`src/sv/rlyseq_pkg.sv`:
```
// Types, codes and helper functions shared by the relay actuation sequencer.
package rlyseq_pkg;

  // Input beat function codes
  typedef enum logic [1:0] {
    FN_TICK10   = 2'd0,
    FN_TICK1S   = 2'd1,
    FN_COMMAND  = 2'd2,
    FN_OVERRIDE = 2'd3
  } func_t;

  // Drive styles
  typedef enum logic [1:0] {
    ST_INSIDE  = 2'd0,
    ST_LEVEL   = 2'd1,
    ST_PULSE   = 2'd2,
    ST_INVALID = 2'd3
  } style_t;

  // Relay actions
  typedef enum logic [1:0] {
    ACT_CLOSE  = 2'd0,
    ACT_TRIP   = 2'd1,
    ACT_STOP   = 2'd2,
    ACT_FRIEND = 2'd3
  } act_t;

  // Sequence phase: start waits for the first tick, then two drive pulses
  // around a gap (inside style) or one drive and a closing beat (pulse style)
  typedef enum logic [2:0] {
    PH_IDLE   = 3'd0,
    PH_START  = 3'd1,
    PH_DRIVE1 = 3'd2,
    PH_GAP    = 3'd3,
    PH_DRIVE2 = 3'd4
  } phase_t;

  // Configuration register indexes
  typedef enum logic [1:0] {
    CFG_REACTUATE = 2'd0,
    CFG_DRIVE     = 2'd1,
    CFG_GAP       = 2'd2,
    CFG_UNUSED    = 2'd3
  } cfg_idx_t;

  localparam int unsigned CFG_DATA_W = 16;
  localparam int unsigned TIMER_W    = 13;
  localparam int unsigned REACT_W    = 16;

  localparam logic [REACT_W-1:0] REACT_RESET = 16'(151 * 60);
  localparam logic [7:0]         DRIVE_RESET = 8'd20;
  localparam logic [7:0]         GAP_RESET   = 8'd60;

  // Reciprocal of ten, exact for every 16-bit dividend with a shift of 19
  localparam logic [31:0] RECIP10       = 32'd52429;
  localparam int unsigned RECIP10_SHIFT = 19;
  localparam int unsigned MS_PER_TICK   = 10;

  typedef struct packed {
    logic [1:0]  func;
    logic [1:0]  drive_style;
    logic [1:0]  action;
    logic [15:0] pulse_ms;
  } in_t;

  typedef struct packed {
    logic       drive_valid;
    logic [1:0] drive_action;
    logic [1:0] drive_style_out;
    logic       busy_res;
    logic [1:0] stored_action;
  } out_t;

  typedef struct packed {
    logic [REACT_W-1:0] reactuate_seconds;
    logic [7:0]         inside_drive_ticks;
    logic [7:0]         inside_gap_ticks;
  } cfg_t;

  typedef struct packed {
    phase_t             phase;
    style_t             stored_style;
    act_t               stored_act;
    logic [TIMER_W-1:0] step_timer;
    logic [TIMER_W-1:0] pulse_ticks;
    logic [REACT_W-1:0] reactuate_timer;
  } seq_state_t;

  // Milliseconds to 10 ms ticks by reciprocal multiply
  function automatic logic [TIMER_W-1:0] ms_to_ticks(input logic [15:0] ms);
    logic [31:0] prod;
    prod = {16'd0, ms} * RECIP10;
    return prod[RECIP10_SHIFT +: TIMER_W];
  endfunction

  // A stored friend action drives as stop
  function automatic logic [1:0] act_out(input act_t act);
    return (act == ACT_FRIEND) ? ACT_STOP : act;
  endfunction

  // Stop and friend never start a sequence
  function automatic logic can_launch(input logic [1:0] act);
    return (act != ACT_STOP) && (act != ACT_FRIEND);
  endfunction

endpackage

```
`src/sv/relay_actuation_sequencer_core.sv`:
```
// Top level of the relay actuation sequencer: beat registers and sequence state.
//
// Usage:
//   Input channel (in_valid/in_ready/in_data) carries one beat per event:
//   a 10 ms tick, a one-second tick, a new relay command or an override of
//   the stored action. Every input beat yields exactly one result beat on
//   the output channel (out_valid/out_ready/out_data), in order.
//   A beat is captured into an input register, then one pass of next-state
//   logic updates the sequence state and loads the result register.
//   A beat accepted into the input register moves on to out_data through the
//   result register once that register is free. Throughput: one beat per
//   cycle while results keep draining, set by the single state update per
//   beat; the only multiply (ms to ticks) sits in that pass.
//   Stall: while out_ready is low with a result held, the input register
//   still takes one more beat, then in_ready drops until the result moves.
//   Reset (rst_n low, synchronous): sequence idle, all timers zero, stored
//   command cleared, configuration registers back to their defaults.
//   The user writes configuration (cfg_we/cfg_addr/cfg_wdata) only while idle; the block does not enforce it.
module relay_actuation_sequencer_core import rlyseq_pkg::*; (
  input  logic                  clk,
  input  logic                  rst_n,
  input  logic                  in_valid,
  output logic                  in_ready,
  input  in_t                   in_data,
  output logic                  out_valid,
  input  logic                  out_ready,
  output out_t                  out_data,
  input  logic                  cfg_we,
  input  logic [1:0]            cfg_addr,
  input  logic [CFG_DATA_W-1:0] cfg_wdata
);

  cfg_t       cfg;
  in_t        in_r;
  logic       in_vld_r;
  logic       in_vld_nxt;
  out_t       out_r;
  out_t       out_nxt;
  logic       out_vld_r;
  logic       out_vld_nxt;
  seq_state_t st_r;
  seq_state_t st_nxt;
  logic       adv;
  logic       in_take;

  rlyseq_cfg u_cfg (
    .clk       (clk),
    .rst_n     (rst_n),
    .cfg_we    (cfg_we),
    .cfg_addr  (cfg_addr),
    .cfg_wdata (cfg_wdata),
    .cfg       (cfg)
  );

  rlyseq_step u_step (
    .item   (in_r),
    .st     (st_r),
    .cfg    (cfg),
    .st_nxt (st_nxt),
    .res    (out_nxt)
  );

  // Advance the held beat when the result register is empty or draining
  assign adv      = in_vld_r && (!out_vld_r || out_ready);
  assign in_ready = !in_vld_r || adv;
  assign in_take  = in_valid && in_ready;

  always_comb begin
    in_vld_nxt = in_vld_r;
    if (in_take) begin
      in_vld_nxt = 1'b1;
    end else if (adv) begin
      in_vld_nxt = 1'b0;
    end
    out_vld_nxt = out_vld_r;
    if (adv) begin
      out_vld_nxt = 1'b1;
    end else if (out_ready) begin
      out_vld_nxt = 1'b0;
    end
  end

  // Control and sequence state
  always_ff @(posedge clk) begin
    if (!rst_n) begin
      in_vld_r  <= 1'b0;
      out_vld_r <= 1'b0;
      st_r      <= '{phase: PH_IDLE, stored_style: ST_INSIDE, stored_act: ACT_CLOSE,
                     default: '0};
    end else begin
      in_vld_r  <= in_vld_nxt;
      out_vld_r <= out_vld_nxt;
      if (adv) begin
        st_r <= st_nxt;
      end
    end
  end

  // Payload: hold until the next beat moves in
  always_ff @(posedge clk) begin
    if (in_take) begin
      in_r <= in_data;
    end
    if (adv) begin
      out_r <= out_nxt;
    end
  end

  assign out_valid = out_vld_r;
  assign out_data  = out_r;

`ifndef SYNTH
  a_busy_tracks_state: assert property (@(posedge clk) disable iff (!rst_n)
    adv |=> (out_r.busy_res == (st_r.phase != PH_IDLE))
            && (out_r.stored_action == st_r.stored_act))
    else $error("result busy/stored action disagree with sequence state");

  a_no_drive_zero: assert property (@(posedge clk) disable iff (!rst_n)
    (out_vld_r && !out_r.drive_valid) |->
      (out_r.drive_action == ACT_CLOSE) && (out_r.drive_style_out == ST_INSIDE))
    else $error("idle result carries drive fields");

  a_drive_codes: assert property (@(posedge clk) disable iff (!rst_n)
    (out_vld_r && out_r.drive_valid) |->
      (out_r.drive_action != ACT_FRIEND) && (out_r.drive_style_out != ST_INVALID))
    else $error("drive reports friend action or invalid style");

  a_pulse_range: assert property (@(posedge clk) disable iff (!rst_n)
    st_r.pulse_ticks <= TIMER_W'(65535 / MS_PER_TICK))
    else $error("pulse tick count out of range");
`endif

endmodule

```
`src/sv/rlyseq_cfg.sv`:
```
// Configuration register file of the relay actuation sequencer.
module rlyseq_cfg import rlyseq_pkg::*; (
  input  logic                  clk,
  input  logic                  rst_n,
  input  logic                  cfg_we,
  input  logic [1:0]            cfg_addr,
  input  logic [CFG_DATA_W-1:0] cfg_wdata,
  output cfg_t                  cfg
);

  cfg_t cfg_r;
  cfg_t cfg_nxt;

  always_comb begin
    cfg_nxt = cfg_r;
    if (cfg_we) begin
      unique case (cfg_idx_t'(cfg_addr))
        CFG_REACTUATE: cfg_nxt.reactuate_seconds  = cfg_wdata;
        CFG_DRIVE:     cfg_nxt.inside_drive_ticks = cfg_wdata[7:0];
        CFG_GAP:       cfg_nxt.inside_gap_ticks   = cfg_wdata[7:0];
        default:       cfg_nxt = cfg_r;
      endcase
    end
  end

  always_ff @(posedge clk) begin
    if (!rst_n) begin
      cfg_r.reactuate_seconds  <= REACT_RESET;
      cfg_r.inside_drive_ticks <= DRIVE_RESET;
      cfg_r.inside_gap_ticks   <= GAP_RESET;
    end else begin
      cfg_r <= cfg_nxt;
    end
  end

  assign cfg = cfg_r;

endmodule

```
`src/sv/rlyseq_step.sv`:
```
// Next-state and result logic for one beat of the relay actuation sequencer.
module rlyseq_step import rlyseq_pkg::*; (
  input  in_t        item,
  input  seq_state_t st,
  input  cfg_t       cfg,
  output seq_state_t st_nxt,
  output out_t       res
);

  logic [TIMER_W-1:0] tmr_dec;
  logic [REACT_W-1:0] react_dec;

  always_comb begin
    st_nxt    = st;
    res       = '0;
    tmr_dec   = (st.step_timer != '0) ? st.step_timer - 1'b1 : '0;
    react_dec = (st.reactuate_timer != '0) ? st.reactuate_timer - 1'b1 : '0;

    unique case (func_t'(item.func))
      FN_TICK10: begin
        if (st.phase != PH_IDLE) begin
          st_nxt.step_timer = tmr_dec;
          if (tmr_dec == '0) begin
            unique case (st.stored_style)
              ST_INSIDE: begin
                res.drive_valid     = 1'b1;
                res.drive_style_out = ST_INSIDE;
                unique case (st.phase)
                  PH_START, PH_GAP: begin
                    st_nxt.phase      = (st.phase == PH_START) ? PH_DRIVE1 : PH_DRIVE2;
                    st_nxt.step_timer = TIMER_W'(cfg.inside_drive_ticks);
                    res.drive_action  = act_out(st.stored_act);
                  end
                  PH_DRIVE1: begin
                    st_nxt.phase      = PH_GAP;
                    st_nxt.step_timer = TIMER_W'(cfg.inside_gap_ticks);
                    res.drive_action  = ACT_STOP;
                  end
                  default: begin
                    st_nxt.phase     = PH_IDLE;
                    res.drive_action = ACT_STOP;
                  end
                endcase
              end
              ST_LEVEL: begin
                st_nxt.phase        = PH_IDLE;
                res.drive_valid     = 1'b1;
                res.drive_style_out = ST_LEVEL;
                res.drive_action    = act_out(st.stored_act);
              end
              ST_PULSE: begin
                res.drive_valid     = 1'b1;
                res.drive_style_out = ST_PULSE;
                if (st.phase == PH_START) begin
                  st_nxt.phase      = PH_DRIVE1;
                  st_nxt.step_timer = st.pulse_ticks;
                  res.drive_action  = act_out(st.stored_act);
                end else begin
                  st_nxt.phase     = PH_IDLE;
                  res.drive_action = ACT_CLOSE;
                end
              end
              default: begin
                // invalid style: stay busy, never drive
                st_nxt.phase = st.phase;
              end
            endcase
          end
        end
      end
      FN_TICK1S: begin
        if (st.reactuate_timer != '0) begin
          st_nxt.reactuate_timer = react_dec;
          // reissue keeps style and pulse length, only restarts the sequence
          if (react_dec == '0 && st.phase == PH_IDLE && can_launch(st.stored_act)) begin
            st_nxt.step_timer      = TIMER_W'(1);
            st_nxt.reactuate_timer = cfg.reactuate_seconds;
            st_nxt.phase           = PH_START;
          end
        end
      end
      FN_COMMAND: begin
        if (can_launch(item.action)) begin
          st_nxt.stored_style    = style_t'(item.drive_style);
          st_nxt.stored_act      = act_t'(item.action);
          st_nxt.step_timer      = TIMER_W'(1);
          st_nxt.pulse_ticks     = ms_to_ticks(item.pulse_ms);
          st_nxt.reactuate_timer = cfg.reactuate_seconds;
          st_nxt.phase           = PH_START;
        end
      end
      default: begin
        st_nxt.stored_act = act_t'(item.action);
      end
    endcase

    res.busy_res      = (st_nxt.phase != PH_IDLE);
    res.stored_action = st_nxt.stored_act;
  end

endmodule

```
`config.mk`:
```
export PLATFORM = sky130hd
export DESIGN_NAME = relay_actuation_sequencer_core
export DESIGN_NICKNAME = d
export VERILOG_FILES = /design/src/sv/rlyseq_pkg.sv /design/src/sv/relay_actuation_sequencer_core.sv /design/src/sv/rlyseq_cfg.sv /design/src/sv/rlyseq_step.sv
export SDC_FILE = /design/constraint.sdc
export NUM_CORES = 1
export LEC_CHECK = 0
export BUFFER_PORTS_ARGS = -buffer_cell sky130_fd_sc_hd__buf_2
export CAP_MARGIN = 20
export CORE_UTILIZATION = 60
export CTS_BUF_LIST = sky130_fd_sc_hd__clkbuf_16
export CTS_CLUSTER_DIAMETER = 120
export DETAILED_ROUTE_END_ITERATION = 8
export HOLD_SLACK_MARGIN = 0.06
export PLACE_DENSITY = 0.83
export SYNTH_ARGS = -nofsm -noshare
export SYNTH_HDL_FRONTEND = slang
export SYNTH_SLANG_ARGS = --single-unit
```
`constraint.sdc`:
```
create_clock -name clk -period 7.7 [get_ports clk]
set_input_delay 0.385 -clock clk [delete_from_list [all_inputs] [get_ports clk]]
set_output_delay 0.385 -clock clk [all_outputs]
set_load 0.005 [all_outputs]
```
-- After elaboration in Yosys (flattened, before gate mapping)
Cells that the tools add are included.
- register bits after elaboration: 113
- logic and storage cells: 106
- output and inout bits: 10
- input port bits: 45
- reductions and logical operators: 33
- equality and inequality tests: 18
- $mul: 1
- add/sub/neg operators: 2
- multiplexer cells: 32
- operators by type and width (kind ; number):
    2-to-1 mux 13 bit ; 6
    one-hot mux 13 bit (2 select lines) ; 2
    2-to-1 mux 49 bit ; 1
    2-to-1 mux 16 bit ; 3
    one-hot mux 13 bit (3 select lines) ; 1
    multiplier 16 x 16 -> 32 bit (second input constant) ; 1
    one-hot mux 16 bit (2 select lines) ; 1
    one-hot mux 3 bit (3 select lines) ; 2
    zero test 16 bit ; 1
    nonzero test 16 bit ; 1
    subtractor 16 x 1 -> 16 bit (second input constant) ; 1
    2-to-1 mux 3 bit ; 5
    one-hot mux 5 bit (3 select lines) ; 1
    zero test 13 bit ; 1
    nonzero test 13 bit ; 1
    subtractor 13 x 1 -> 13 bit (second input constant) ; 1
    nonzero test 3 bit ; 3
    == test 2 bit (second input constant) ; 4
    2-to-1 mux 2 bit ; 4
    != test 2 x 1 -> 1 bit (second input constant) ; 4
    != test 2 bit (second input constant) ; 4
    == test 2 x 1 -> 1 bit (second input constant) ; 3
    == test 3 x 2 -> 1 bit (second input constant) ; 2
    logical AND 1 bit ; 6
    other kinds (14) ; 27

-- Logic depth before layout (Yosys ltp)
Gate-level depths: netlist of run 1.
- depth after elaboration: 9
- mapped depth: 21
- mapped depth without buffers: 21

-- By module
From an unflattened synthesis of run 1, not the netlist that was laid out.
- cell total of the unflattened synthesis: 1284
- area total of the unflattened synthesis: 11370.9 um^2
- modules (own cells, without submodules) (module ; seq. area each (um^2) ; cells an instance ; times used ; area an instance (um^2)):
    rlyseq_step ; 0.0 ; 902 ; 1 ; 7074.3
    relay_actuation_sequencer_core ; 1921.8 ; 252 ; 1 ; 2986.6
    rlyseq_cfg ; 640.6 ; 130 ; 1 ; 1310.0

-- Least setup slack after synthesis of run 1
OpenSTA, ideal clock, no wires.
- path kind: reg-to-reg
- start: register in_r[3] (netlist name)
- end: register st_r[26] (netlist name)
- path buffers: 0
- setup time: 0.060 ns
- arrival time: 5.476 ns
- slack: 2.163 ns
- stages on the path, launching flop included: 18
- clock period less this slack: 5.537 ns
- data required time: 7.640 ns
- path through: edfxtp_1 ha_1 inv_1 fa_1 inv_1 fa_1 fa_1 fa_1 inv_1 fa_1 inv_1 ha_1 nand4_1 o41a_1 a211oi_1 o21ai_0 a2111oi_0 a311o_1
- word-level cells in the longest chain between the ends: 1
- RTL lines (element ; line ; text):
    start: declaration ; relay_actuation_sequencer_core.sv:34 ; in_t in_r;
    start signal: assignment ; relay_actuation_sequencer_core.sv:102 ; in_r <= in_data;
    multiplier 16 x 16 -> 32 bit ; rlyseq_pkg.sv:92 ; prod = {16'd0, ms} * RECIP10;
    end signal: assignment ; relay_actuation_sequencer_core.sv:88 ; st_r <= '{phase: PH_IDLE, stored_style: ST_INSIDE, stored_act: ACT_CLOSE,
    end signal: assignment ; relay_actuation_sequencer_core.sv:94 ; st_r <= st_nxt;
    end: declaration ; relay_actuation_sequencer_core.sv:41 ; seq_state_t st_r;
No other way between the ends.
A chain may end at the register's enable or synchronous reset.

-- Final worst setup path of run 1
- start: register in_r[5] (netlist name)
- end: register st_r[26] (netlist name)
Same word-level chain as after synthesis.

==> metrics.cfg, run 1 <==
[route]
wl_met1_um = 10400
drt-initial-drc-count = 633
routed-wl-met3_um = 1780
wire_per_inst_um = 17.4
wl_met2_um = 11300
dr.pass1.iters = 7
topRoutingLayerUsed = met4
drcViolationCount = 0
postRouteWirelength_um = 24100
vias = 8179
viasPerCell = 5.92
antenna_left = 0

[logic_synthesis]
synthCells = 1116
syn_nets = 1376
synth_flop_cell = dfxtp_1
syn_area_per_cell_sq_um = 9.00
synthArstFlopShare = 0
ys_warn_count = 0
synth_edf_count = 30
syn_area_sq_um = 10000
ys_types = 72
ys_seq_area_frac = 0.255
ys_seq_elements = 113

[layout]
seq_area_sq_um = 2560
multiInputGateArea_sq_um = 6580
utilization = 0.688
fin_area_sq_um = 11100
fillers = 1249
diodes = 0
area_growth_pct = 10.3
nets = 1413
drive_gt1_frac = 0.0892

[worst_hold_path]
hp-start = in_data[2]
hp-class = in -> reg
hold_depth = 1
hold_path_end = in_r[2]

[die]
die_height_um = 131
io_pins = 55
rows = 46
start_util = 0.623
die_area_sq_um = 17300
core_sq_um = 16100
dieWidth_um = 131

[critical_path]
crit_path_start_kind = flip-flop
cp.required_ns = 8.00
reg2reg_setup_slack_ns = 1.76
crit_path_max_fanout = 6
r2r_cells = 19
crit_type = reg -> reg
r2r_end = st_r[26]
crit_path_end_kind = flip-flop
cp.arrival_ns = 6.24
regToRegStartpoint = in_r[5]

[clock_tree]
root_buffer = clkbuf_16
ctsLongestPathBuffers = 2
postCtsHoldBufs = 0
cts_tree = yes
cts_buffers = 17
clk_latency_ns = 0.42
cts.sinks = 113
post_cts_buffers = 0
htreeDepth = 4
cts-resized-gates = 0
clk_pin_slew_worst_paths_ns = 0.05

[outcome]
status = completed

[timing]
slew_violations = 0
finalSetupTns_ns = 0
fin_crit_sh = 0.771
fmaxAchievable_ghz = 0.168
final-setup-viol-count = 0
clock_skew_ns = 0.0128
fin_crit_ns = 5.94
rsz0062_at_grt = false
tightest_slew_ns = 0.961
slew_headroom = 0.354
hold_viol = 0

[place]
numPortBuffers = 54
dpl.hpwl_um = 18800
gp_congestion = 0.920
placed_area_sq_um = 10400

[global_routing]
grt_max_degree = 44
antenna_found_initial = 0
grt_pass1_wl_um = 38900
grt_overflow = 0
grt_pass1_vias = 7723
grtUsageTotal = 0.287

[pwr]
p_int_w = 0.00201
p_leak_nw = 5.32
power.switching_w = 0.00156
p_clk_frac = 0.224
ir_drop_v = 0.000300
swShare = 0.437
p_comb_frac = 0.587
power_density_nw_per_um2 = 322
power_frac_seq = 0.189

[flow_run]
maxCapViolations = 0

cell families after synthesis:
logic type	Yosys count	synth area share
mux	21	0.0211
compound gates	231	0.150
simple gates	275	0.136
flops	113	0.255
buf+inv	236	0.0895
xor+xnor	25	0.0218
fa+ha+maj	215	0.327
cells in the mapped netlist (all sizes together), types with 8 or more instances:
cell / n / area [sq um]
a22oi: 12 / 90.1
mux2i: 20 / 200
nand3: 22 / 110
a211oi: 8 / 60.1
o2bb2ai: 9 / 78.8
clkbuf: 34 / 128
edfxtp: 30 / 901
inv: 194 / 728
or3: 9 / 56.3
o21ai: 55 / 279
nor2: 58 / 218
o21a: 10 / 75.1
a21oi: 69 / 345
buf: 8 / 42.5
nor2b: 10 / 62.6
nor3: 26 / 130
dfxtp: 83 / 1660
fa: 79 / 1580
ha: 136 / 1700
nand2: 91 / 342
xnor2: 12 / 105
a21o: 9 / 67.6
xor2: 13 / 114
layer usage:
layer,global-route usage,vias up
li1,-,3887
met1,0.389,3911
met2,0.462,336
met3,0.0502,45
met4,0.0943,0
met5,0,-
flip-flops by register name (all words and copies together) (netlist names):
| name | cells |
|---|---|
| out_valid | 1 |
| in_vld_r | 1 |
| u_cfg.cfg | 32 |
| out_data | 8 |
| st_r | 49 |
| in_r | 22 |
cell usage in the layout, fill, tap and decap left out, drive strengths merged, types with 5 or more instances in the layout:
| cell | synthesis | final |
|---|---|---|
| a211o | 5 | 5 |
| o21a | 10 | 10 |
| o2bb2ai | 9 | 9 |
| a31oi | 5 | 5 |
| nand3 | 22 | 22 |
| inv | 194 | 200 |
| nand3b | 6 | 6 |
| ha | 136 | 136 |
| a21o | 9 | 9 |
| or3 | 9 | 9 |
| o31ai | 5 | 5 |
| nor2b | 10 | 10 |
| dfxtp | 83 | 83 |
| nand4 | 7 | 7 |
| nand2 | 91 | 91 |
| a21oi | 69 | 69 |
| or4 | 5 | 5 |
| o32ai | 5 | 5 |
| o22ai | 7 | 7 |
| nand2b | 6 | 6 |
| a211oi | 8 | 8 |
| and2 | 7 | 7 |
| clkbuf | 34 | 18 |
| a22oi | 12 | 12 |
| buf | 8 | 60 |
| nor4 | 7 | 7 |
| nor3 | 26 | 26 |
| xor2 | 13 | 13 |
| mux2i | 20 | 20 |
| fa | 79 | 79 |
| o21ai | 55 | 55 |
| nor2 | 58 | 58 |
| edfxtp | 30 | 30 |
| and3 | 5 | 5 |
| xnor2 | 12 | 12 |
worst max-delay path, stage by stage (launching register included):
cell       delay, ns
edfxtp_1        0.53
ha_1            0.44
xor2_1          0.20
ha_1            0.33
fa_1            0.53
inv_1           0.05
fa_1            0.52
inv_1           0.05
fa_1            0.53
inv_1           0.05
fa_1            0.52
inv_1           0.04
ha_1            0.21
a211o_1         0.36
o22a_1          0.22
a21oi_1         0.32
a211oi_1        0.13
o21ai_0         0.28
a2111oi_0       0.15
a311o_1         0.34
power groups by stage:
stage | Clock (W) | Sequential, W | Combinational, W
floorplan | 0 | 0.000670 | 0.00157
global placement | 0 | 0.000684 | 0.00198
detailed placement | 0 | 0.000685 | 0.00205
CTS | 0.000803 | 0.000673 | 0.00208
global route | 0.000827 | 0.000677 | 0.00236
finish | 0.000797 | 0.000674 | 0.00210
how the worst max path moves through the flow:
| stage | startpoint | to | cells past startpoint |
|---|---|---|---|
| 4_1_cts | in_r[3] | st_r[26] | 17 |
| 3_5_place_dp | in_r[3] | st_r[26] | 17 |
| 6_report | in_r[5] | st_r[26] | 19 |
| 2_1_floorplan | in_r[3] | st_r[26] | 17 |
| 5_1_grt | in_r[2] | st_r[26] | 17 |
| 3_3_place_gp | in_r[3] | st_r[26] | 17 |
layout make-up:
type	instances	share of cell area
clock buffer	18	0.0407
inverter	194	0.0657
tap	216	0.0244
clock inverter	14	0.0138
sequential	113	0.231
multi-input combinational	767	0.594
timing repair buffer	60	0.0303
per-stage QoR:
stage / setup WS (ns) / hold WS (ns) / std cells / power (W)
6_report: 1.76 / 0.136 / 1382 / 0.00357
2_1_floorplan: 2.16 / 0.429 / 1116 / 0.00224
3_3_place_gp: 1.92 / 0.440 / 1349 / 0.00266
3_5_place_dp: 1.81 / 0.445 / 1349 / 0.00273
5_1_grt: 1.32 / 0.128 / 1382 / 0.00387
4_1_cts: 1.78 / 0.124 / 1381 / 0.00355
Note: power is estimated with default switching activity, not from simulation.
==> inputs of run 2 (changes only) <==
CORE_UTILIZATION = 57   (was 60)
PLACE_DENSITY = 0.82   (was 0.83)
clock period = 4.8 ns   (was 7.7 ns; I/O delays follow)
==> run 2 against run 1 <==
The run now ends with setup timing left. Register-to-register slack worse by 2.6 ns. Worst setup slack worse by 2.6 ns. Core utilization grew 2.9 points. Flip-flop and latch count is the same. Final cell count up 8.6%. Sequential share of layout area shrank 2.4 points. Wire length up 30%. Combinational power grew 150%. Critical path depth stayed put. Worst hold slack got worse by 0.087 ns. Clock power grew 67%. Critical path type unchanged.
==> metrics.cfg, run 2 (synthesis gave the netlist of run 1 again) <==
[worst_hold_path]
hp-class = in -> reg  ; unchanged

[critical_path]
cp.arrival_ns = 5.97  ; was 6.24 ns
crit_path_max_fanout = 4  ; was 6
cp_common_cell = fa_1
crit_path_end_kind = flip-flop  ; unchanged
cp.required_ns = 5.13  ; was 8.00 ns
slowest_stage = fa_1  ; was edfxtp_1
path_cells = ha_4 > inv_2 > fa_1 > inv_1 > fa_1 > fa_1 > fa_1 > inv_1 > fa_1 > inv_1 > ha_4 > nand4_1 > buf_4 > o41ai_1 > buf_4 > o311ai_4 > a21oi_2 > nor3_2 > o21a_1  ; was ha_1 > xor2_1 > ha_1 > fa_1 > inv_1 > fa_1 > inv_1 > fa_1 > inv_1 > fa_1 > inv_1 > ha_1 > a211o_1 > o22a_1 > a21oi_1 > a211oi_1 > o21ai_0 > a2111oi_0 > a311o_1
crit_path_start_kind = flip-flop  ; unchanged
crit_type = reg -> reg  ; unchanged
max_stage_delay_ns = 0.54  ; was 0.53 ns
reg2reg_setup_slack_ns = -0.85  ; was 1.76 ns

[global_routing]
antenna_found_initial = 0  ; unchanged
grt_overflow = 0  ; unchanged
grt_pass1_vias = 9082  ; was 7723
grt_pass1_wl_um = 46100  ; was 38900 um
grt_max_degree = 44  ; unchanged
grtUsageTotal = 0.332  ; was 0.287

[layout]
layout_common_cells = 185 x inv_1, 118 x ha_1, 91 x nand2_1  ; was 195 x inv_1, 136 x ha_1, 91 x nand2_1
nets = 1523  ; was 1413
area_growth_pct = 23.0  ; was 10.3%
mostFrequentLayoutCell = inv_1  ; unchanged
diodes = 0  ; unchanged
fillers = 1145  ; was 1249
final_cell_count_no_fill = 1501  ; was 1382
max_flop_register = st_r  ; unchanged
largest_reg_flops = 49  ; unchanged
utilization = 0.716  ; was 0.688
multiInputGateArea_sq_um = 6950  ; was 6580 sq um
seq_area_sq_um = 2560  ; unchanged
drive_gt1_frac = 0.183  ; was 0.0892

[timing]
slew_violations = 0  ; unchanged
tightest_slew_ns = 0.964  ; was 0.961 ns
rsz0062_at_grt = true  ; was false
hold_slack_ns = 0.0488  ; was 0.136 ns
final-setup-viol-count = 13  ; was 0
fin_crit_ns = 5.65  ; was 5.94 ns
hold_viol = 0  ; unchanged
clock_skew_ns = 0.00865  ; was 0.0128 ns
setup_ws_ns = -0.846  ; was 1.76 ns
slew_headroom = 0.352  ; was 0.354
fin_crit_sh = 1.18  ; was 0.771
fmaxAchievable_ghz = 0.177  ; was 0.168 GHz

[place]
dpl.hpwl_um = 19300  ; was 18800 um
gp_congestion = 0.985  ; was 0.920
dpl.cell_count = 1426  ; was 1349
numPortBuffers = 54  ; unchanged

[clock_tree]
ctsLongestPathBuffers = 2  ; unchanged
clk_pin_slew_worst_paths_ns = 0.06  ; was 0.05 ns
cts.sinks = 113  ; unchanged
htreeDepth = 4  ; unchanged
cts_tree = yes  ; unchanged
clk_latency_ns = 0.44  ; was 0.42 ns
root_buffer = clkbuf_16  ; unchanged
cts_buffers = 17  ; unchanged

[route]
drt-initial-drc-count = 873  ; was 633
vias = 9266  ; was 8179
postRouteWirelength_um = 31400  ; was 24100 um
drcViolationCount = 0  ; unchanged
dr.pass1.iters = 5  ; was 7
wire_per_inst_um = 20.9  ; was 17.4 um
antenna_left = 0  ; unchanged
viasPerCell = 6.17  ; was 5.92

[pwr]
p_leak_nw = 5.84  ; was 5.32 nW
power_frac_seq = 0.142  ; was 0.189
p_int_w = 0.00418  ; was 0.00201 W
power_density_nw_per_um2 = 616  ; was 322 nW/um^2
p_clk_frac = 0.175  ; was 0.224
ir_drop_v = 0.000490  ; was 0.000300 V
total_power_w = 0.00761  ; was 0.00357 W
swShare = 0.450  ; was 0.437
p_comb_frac = 0.683  ; was 0.587
power.switching_w = 0.00343  ; was 0.00156 W

[flow_run]
maxCapViolations = 0  ; unchanged

[die]
dieWidth_um = 135  ; was 131 um
core_sq_um = 17200  ; was 16100 sq um
die_area_sq_um = 18200  ; was 17300 sq um
start_util = 0.583  ; was 0.623
io_pins = 55  ; unchanged
rows = 48  ; was 46
die_height_um = 135  ; was 131 um

[outcome]
violations = setup timing
status = finished with violations  ; was completed

-- run 2: cell type report --
class                           instances  share of cell area
Tap cell                              225              0.0228
Clock inverter                         14              0.0131
Timing Repair Buffer                  170              0.0984
Clock buffer                           18              0.0365
Multi-Input combinational cell        767               0.563
Sequential cell                       113               0.208
Inverter                              194              0.0590
-- run 2: timing repair --
action,4_1_cts,5_1_grt
resized for setup,21,26
pin swaps,16,7
hold endpoints to repair,28,0
buffers inserted,11,4
endpoints found under the setup margin,13,13
hold buffers,28,0
-- run 2: power groups by stage --
stage / logic [W] / registers (W) / clock network [W]
4_1_cts: 0.00436 / 0.00107 / 0.00132
3_5_place_dp: 0.00388 / 0.00109 / 0
6_report: 0.00519 / 0.00108 / 0.00133
2_1_floorplan: 0.00266 / 0.00108 / 0
3_3_place_gp: 0.00371 / 0.00109 / 0
5_1_grt: 0.00555 / 0.00108 / 0.00137
-- run 2: metal layers --
layer / track usage / vias up / routed length, um / share of wire
met5: 0 / - / 0 / 0
met3: 0.0766 / 188 / 2940 / 0.093
met4: 0.173 / 0 / 1980 / 0.063
met1: 0.400 / 4389 / 11400 / 0.36
li1: - / 4097 / - / -
met2: 0.555 / 592 / 15100 / 0.48
-- run 2: critical path: cells and delay by family (launching register included) --
kind,cells,cell delay [ns]
adder cells (fa/ha/maj),7,3.15
AO/OA/AOI/OAI,4,0.96
AND/OR/NAND/NOR,2,0.21
buffers and inverters,6,0.66
flip-flops,1,0.53
-- run 2: worst paths after layout --
| path | from | to | cells past startpoint |
|---|---|---|---|
| setup / recovery | in_r[4] | st_r[24] | 19 |
| hold / removal | cfg_wdata[13] | u_cfg.cfg[29] | 3 |
| setup reg to reg | in_r[4] | st_r[24] | 19 |
| hold reg to reg | st_r[17] | st_r[17] | 2 |
-- run 2: stage by stage --
step                setup WS (ns)  TNS [ns]  cell area, sq um
floorplan                  -0.281     -1.57             10100
global placement           -0.393     -3.55             11100
detailed placement         -0.568     -5.76             11100
CTS                        -0.567     -5.32             12200
global route               -0.926    -10.49             12300
finish                     -0.846     -9.44             12300
==> inputs of run 3 (changes only) <==
CELL_PAD_IN_SITES_DETAIL_PLACEMENT = 1   (was unset)
CELL_PAD_IN_SITES_GLOBAL_PLACEMENT = 2   (was unset)
CORE_UTILIZATION = 36   (was 57)
==> run 3 against run 2 <==
The run still ends with setup timing left. Wire length grew 3.6%. Register-to-register slack worse by 0.02 ns. Core utilization fell by 25 points. Worst setup slack lost 0.017 ns. Flip-flop and latch count is the same. Power fell by 0.16%. Largest power group unchanged. Non-clock buffer count rose by 12. Clock power shrank 3%. First-iteration DRC count down 55%. Final cell count rose by 11%. Combinational power is 0.8% higher. Maximum frequency is 0.30% lower.
==> metrics.cfg, run 3 (synthesis gave the netlist of run 1 again) <==
[worst_hold_path]
hp-start = cfg_wdata[11]  ; was cfg_wdata[13]
hold_path_end = u_cfg.cfg[27]  ; was u_cfg.cfg[29]
hold_depth = 3  ; unchanged
hp-class = in -> reg  ; unchanged

[timing]
tightest_slew_ns = 0.983  ; was 0.964 ns
final-setup-viol-count = 13  ; unchanged
fin_crit_ns = 5.66  ; was 5.65 ns
slew_headroom = 0.342  ; was 0.352
clock_skew_ns = 0.0152  ; was 0.00865 ns
slew_violations = 0  ; unchanged
setup_ws_ns = -0.863  ; was -0.846 ns
hold_viol = 0  ; unchanged
finalSetupTns_ns = -8.92  ; was -9.44 ns
fin_crit_sh = 1.18  ; about the same
rsz0062_at_grt = true  ; unchanged
fmaxAchievable_ghz = 0.177  ; about the same

[layout]
largest_reg_flops = 49  ; unchanged
mostFrequentLayoutCell = inv_1  ; unchanged
diodes = 0  ; unchanged
max_flop_register = st_r  ; unchanged
fin_area_sq_um = 12600  ; was 12300 sq um
area_growth_pct = 25.3  ; was 23.0%
nets = 1535  ; was 1523
utilization = 0.463  ; was 0.716
drive_gt1_frac = 0.189  ; was 0.183
layout_common_cells = 188 x inv_1, 123 x ha_1, 96 x buf_4  ; was 185 x inv_1, 118 x ha_1, 91 x nand2_1

[critical_path]
setup.worst_path.start = in_r[4]  ; unchanged
crit_path_start_kind = flip-flop  ; unchanged
regToRegStartpoint = in_r[4]  ; unchanged
cp.required_ns = 5.11  ; was 5.13 ns
crit_type = reg -> reg  ; unchanged
r2r_end = st_r[28]  ; was st_r[24]
cp.arrival_ns = 5.97  ; about the same
reg2reg_setup_slack_ns = -0.86  ; was -0.85 ns
crit_path_end_kind = flip-flop  ; unchanged
r2r_cells = 19  ; unchanged
crit_path_max_fanout = 3  ; was 4

[clock_tree]
cts_buffers = 17  ; unchanged
clk_pin_slew_worst_paths_ns = 0.07  ; was 0.06 ns
ctsLongestPathBuffers = 2  ; unchanged
htreeDepth = 4  ; unchanged
cts_tree = yes  ; unchanged
cts.sinks = 113  ; unchanged
clk_latency_ns = 0.43  ; was 0.44 ns
root_buffer = clkbuf_16  ; unchanged

[outcome]
violations = setup timing  ; unchanged
status = finished with violations  ; unchanged

[die]
rows = 60  ; was 48
die_height_um = 169  ; was 135 um
start_util = 0.369  ; was 0.583
die_area_sq_um = 28600  ; was 18200 sq um
io_pins = 55  ; unchanged
core_sq_um = 27200  ; was 17200 sq um
dieWidth_um = 169  ; was 135 um

[flow_run]
maxCapViolations = 0  ; unchanged

[global_routing]
grt_pass1_vias = 9375  ; was 9082
grt_max_degree = 44  ; unchanged
grt_pass1_wl_um = 50700  ; was 46100 um
grt_overflow = 0  ; unchanged
grtUsageTotal = 0.230  ; was 0.332
antenna_found_initial = 1  ; was 0

[pwr]
swShare = 0.447  ; was 0.450
p_comb_frac = 0.689  ; was 0.683
p_int_w = 0.00420  ; was 0.00418 W
power_frac_seq = 0.142  ; about the same
ir_drop_v = 0.000364  ; was 0.000490 V
p_leak_nw = 5.92  ; was 5.84 nW
power.switching_w = 0.00339  ; was 0.00343 W
p_clk_frac = 0.169  ; was 0.175
power_density_nw_per_um2 = 603  ; was 616 nW/um^2

[route]
drcViolationCount = 0  ; unchanged
vias = 8704  ; was 9266
drt-initial-drc-count = 393  ; was 873
wire_per_inst_um = 19.6  ; was 20.9 um
dr.pass1.iters = 4  ; was 5
viasPerCell = 5.24  ; was 6.17
postRouteWirelength_um = 32600  ; was 31400 um
antenna_left = 0  ; unchanged

[place]
dpl.hpwl_um = 23400  ; was 19300 um
placed_area_sq_um = 11300  ; was 11100 sq um
gp_congestion = 0.881  ; was 0.985
numPortBuffers = 54  ; unchanged
pre_cts_ws_ns = -0.684  ; was -0.568 ns

==> run 3: per-layer routing <==
layer,global-route usage,vias up,routed length [um]
met5,0,-,11
met4,0.0744,2,806
met3,0.0271,63,863
met2,0.408,146,16500
met1,0.291,4362,14300
li1,-,4131,-
==> run 3: worst max-delay path: stages (launching register included) <==
cell and delay (ns):
edfxtp_1 0.46, buf_4 0.19, ha_4 0.28, inv_2 0.04, fa_1 0.51, inv_1 0.08, fa_1 0.52, fa_1 0.47
fa_1 0.51, inv_1 0.06, fa_1 0.49, inv_1 0.07, ha_4 0.28, nand4_1 0.13, o41a_1 0.50, a211oi_2 0.31
buf_4 0.19, nor2_4 0.04, o21a_1 0.19, o211a_1 0.22
==> run 3: worst max-delay path by stage <==
stage | slack, ns | end
final | -0.86 | st_r[28]
after detailed placement | -0.68 | st_r[26]
after floorplan | -0.28 | st_r[26]
after global placement | -0.44 | st_r[26]
after CTS | -0.56 | st_r[28]
after global routing | -0.95 | st_r[28]
==> run 3: power by group through the flow <==
| stage | registers (W) | logic [W] | clock network, W |
|---|---|---|---|
| after floorplan | 0.00108 | 0.00266 | 0 |
| after global placement | 0.00109 | 0.00395 | 0 |
| after CTS | 0.00107 | 0.00483 | 0.00129 |
| after detailed placement | 0.00109 | 0.00412 | 0 |
| after global routing | 0.00108 | 0.00572 | 0.00133 |
| final | 0.00107 | 0.00523 | 0.00129 |
==> run 3: stage by stage <==
stage          power (W)  hold slack (ns)  cells
2_1_floorplan    0.00374            0.339   1116
3_3_place_gp     0.00504            0.417   1578
3_5_place_dp     0.00521            0.419   1578
4_1_cts          0.00719           0.0626   1652
5_1_grt          0.00813           0.0873   1660
6_report         0.00759           0.0776   1660
==> run 3: area by class of cell <==
cell class | count | area [sq um]
inverters | 194 | 728
fillers | 3195 | 14600
clock inverters | 15 | 154
multi-input cells | 767 | 6940
flip-flops and latches | 113 | 2560
repair buffers | 182 | 1310
well taps | 372 | 465
clock buffers | 17 | 425
==> run 3: what timing repair did <==
item                                   in CTS  in global routing
pin swaps                                  20                 11
buffers inserted                           13                  8
endpoints found under the hold margin      29                  0
hold buffers                               29                  0
resized for setup                          34                 17
setup endpoints to repair                  13                 13
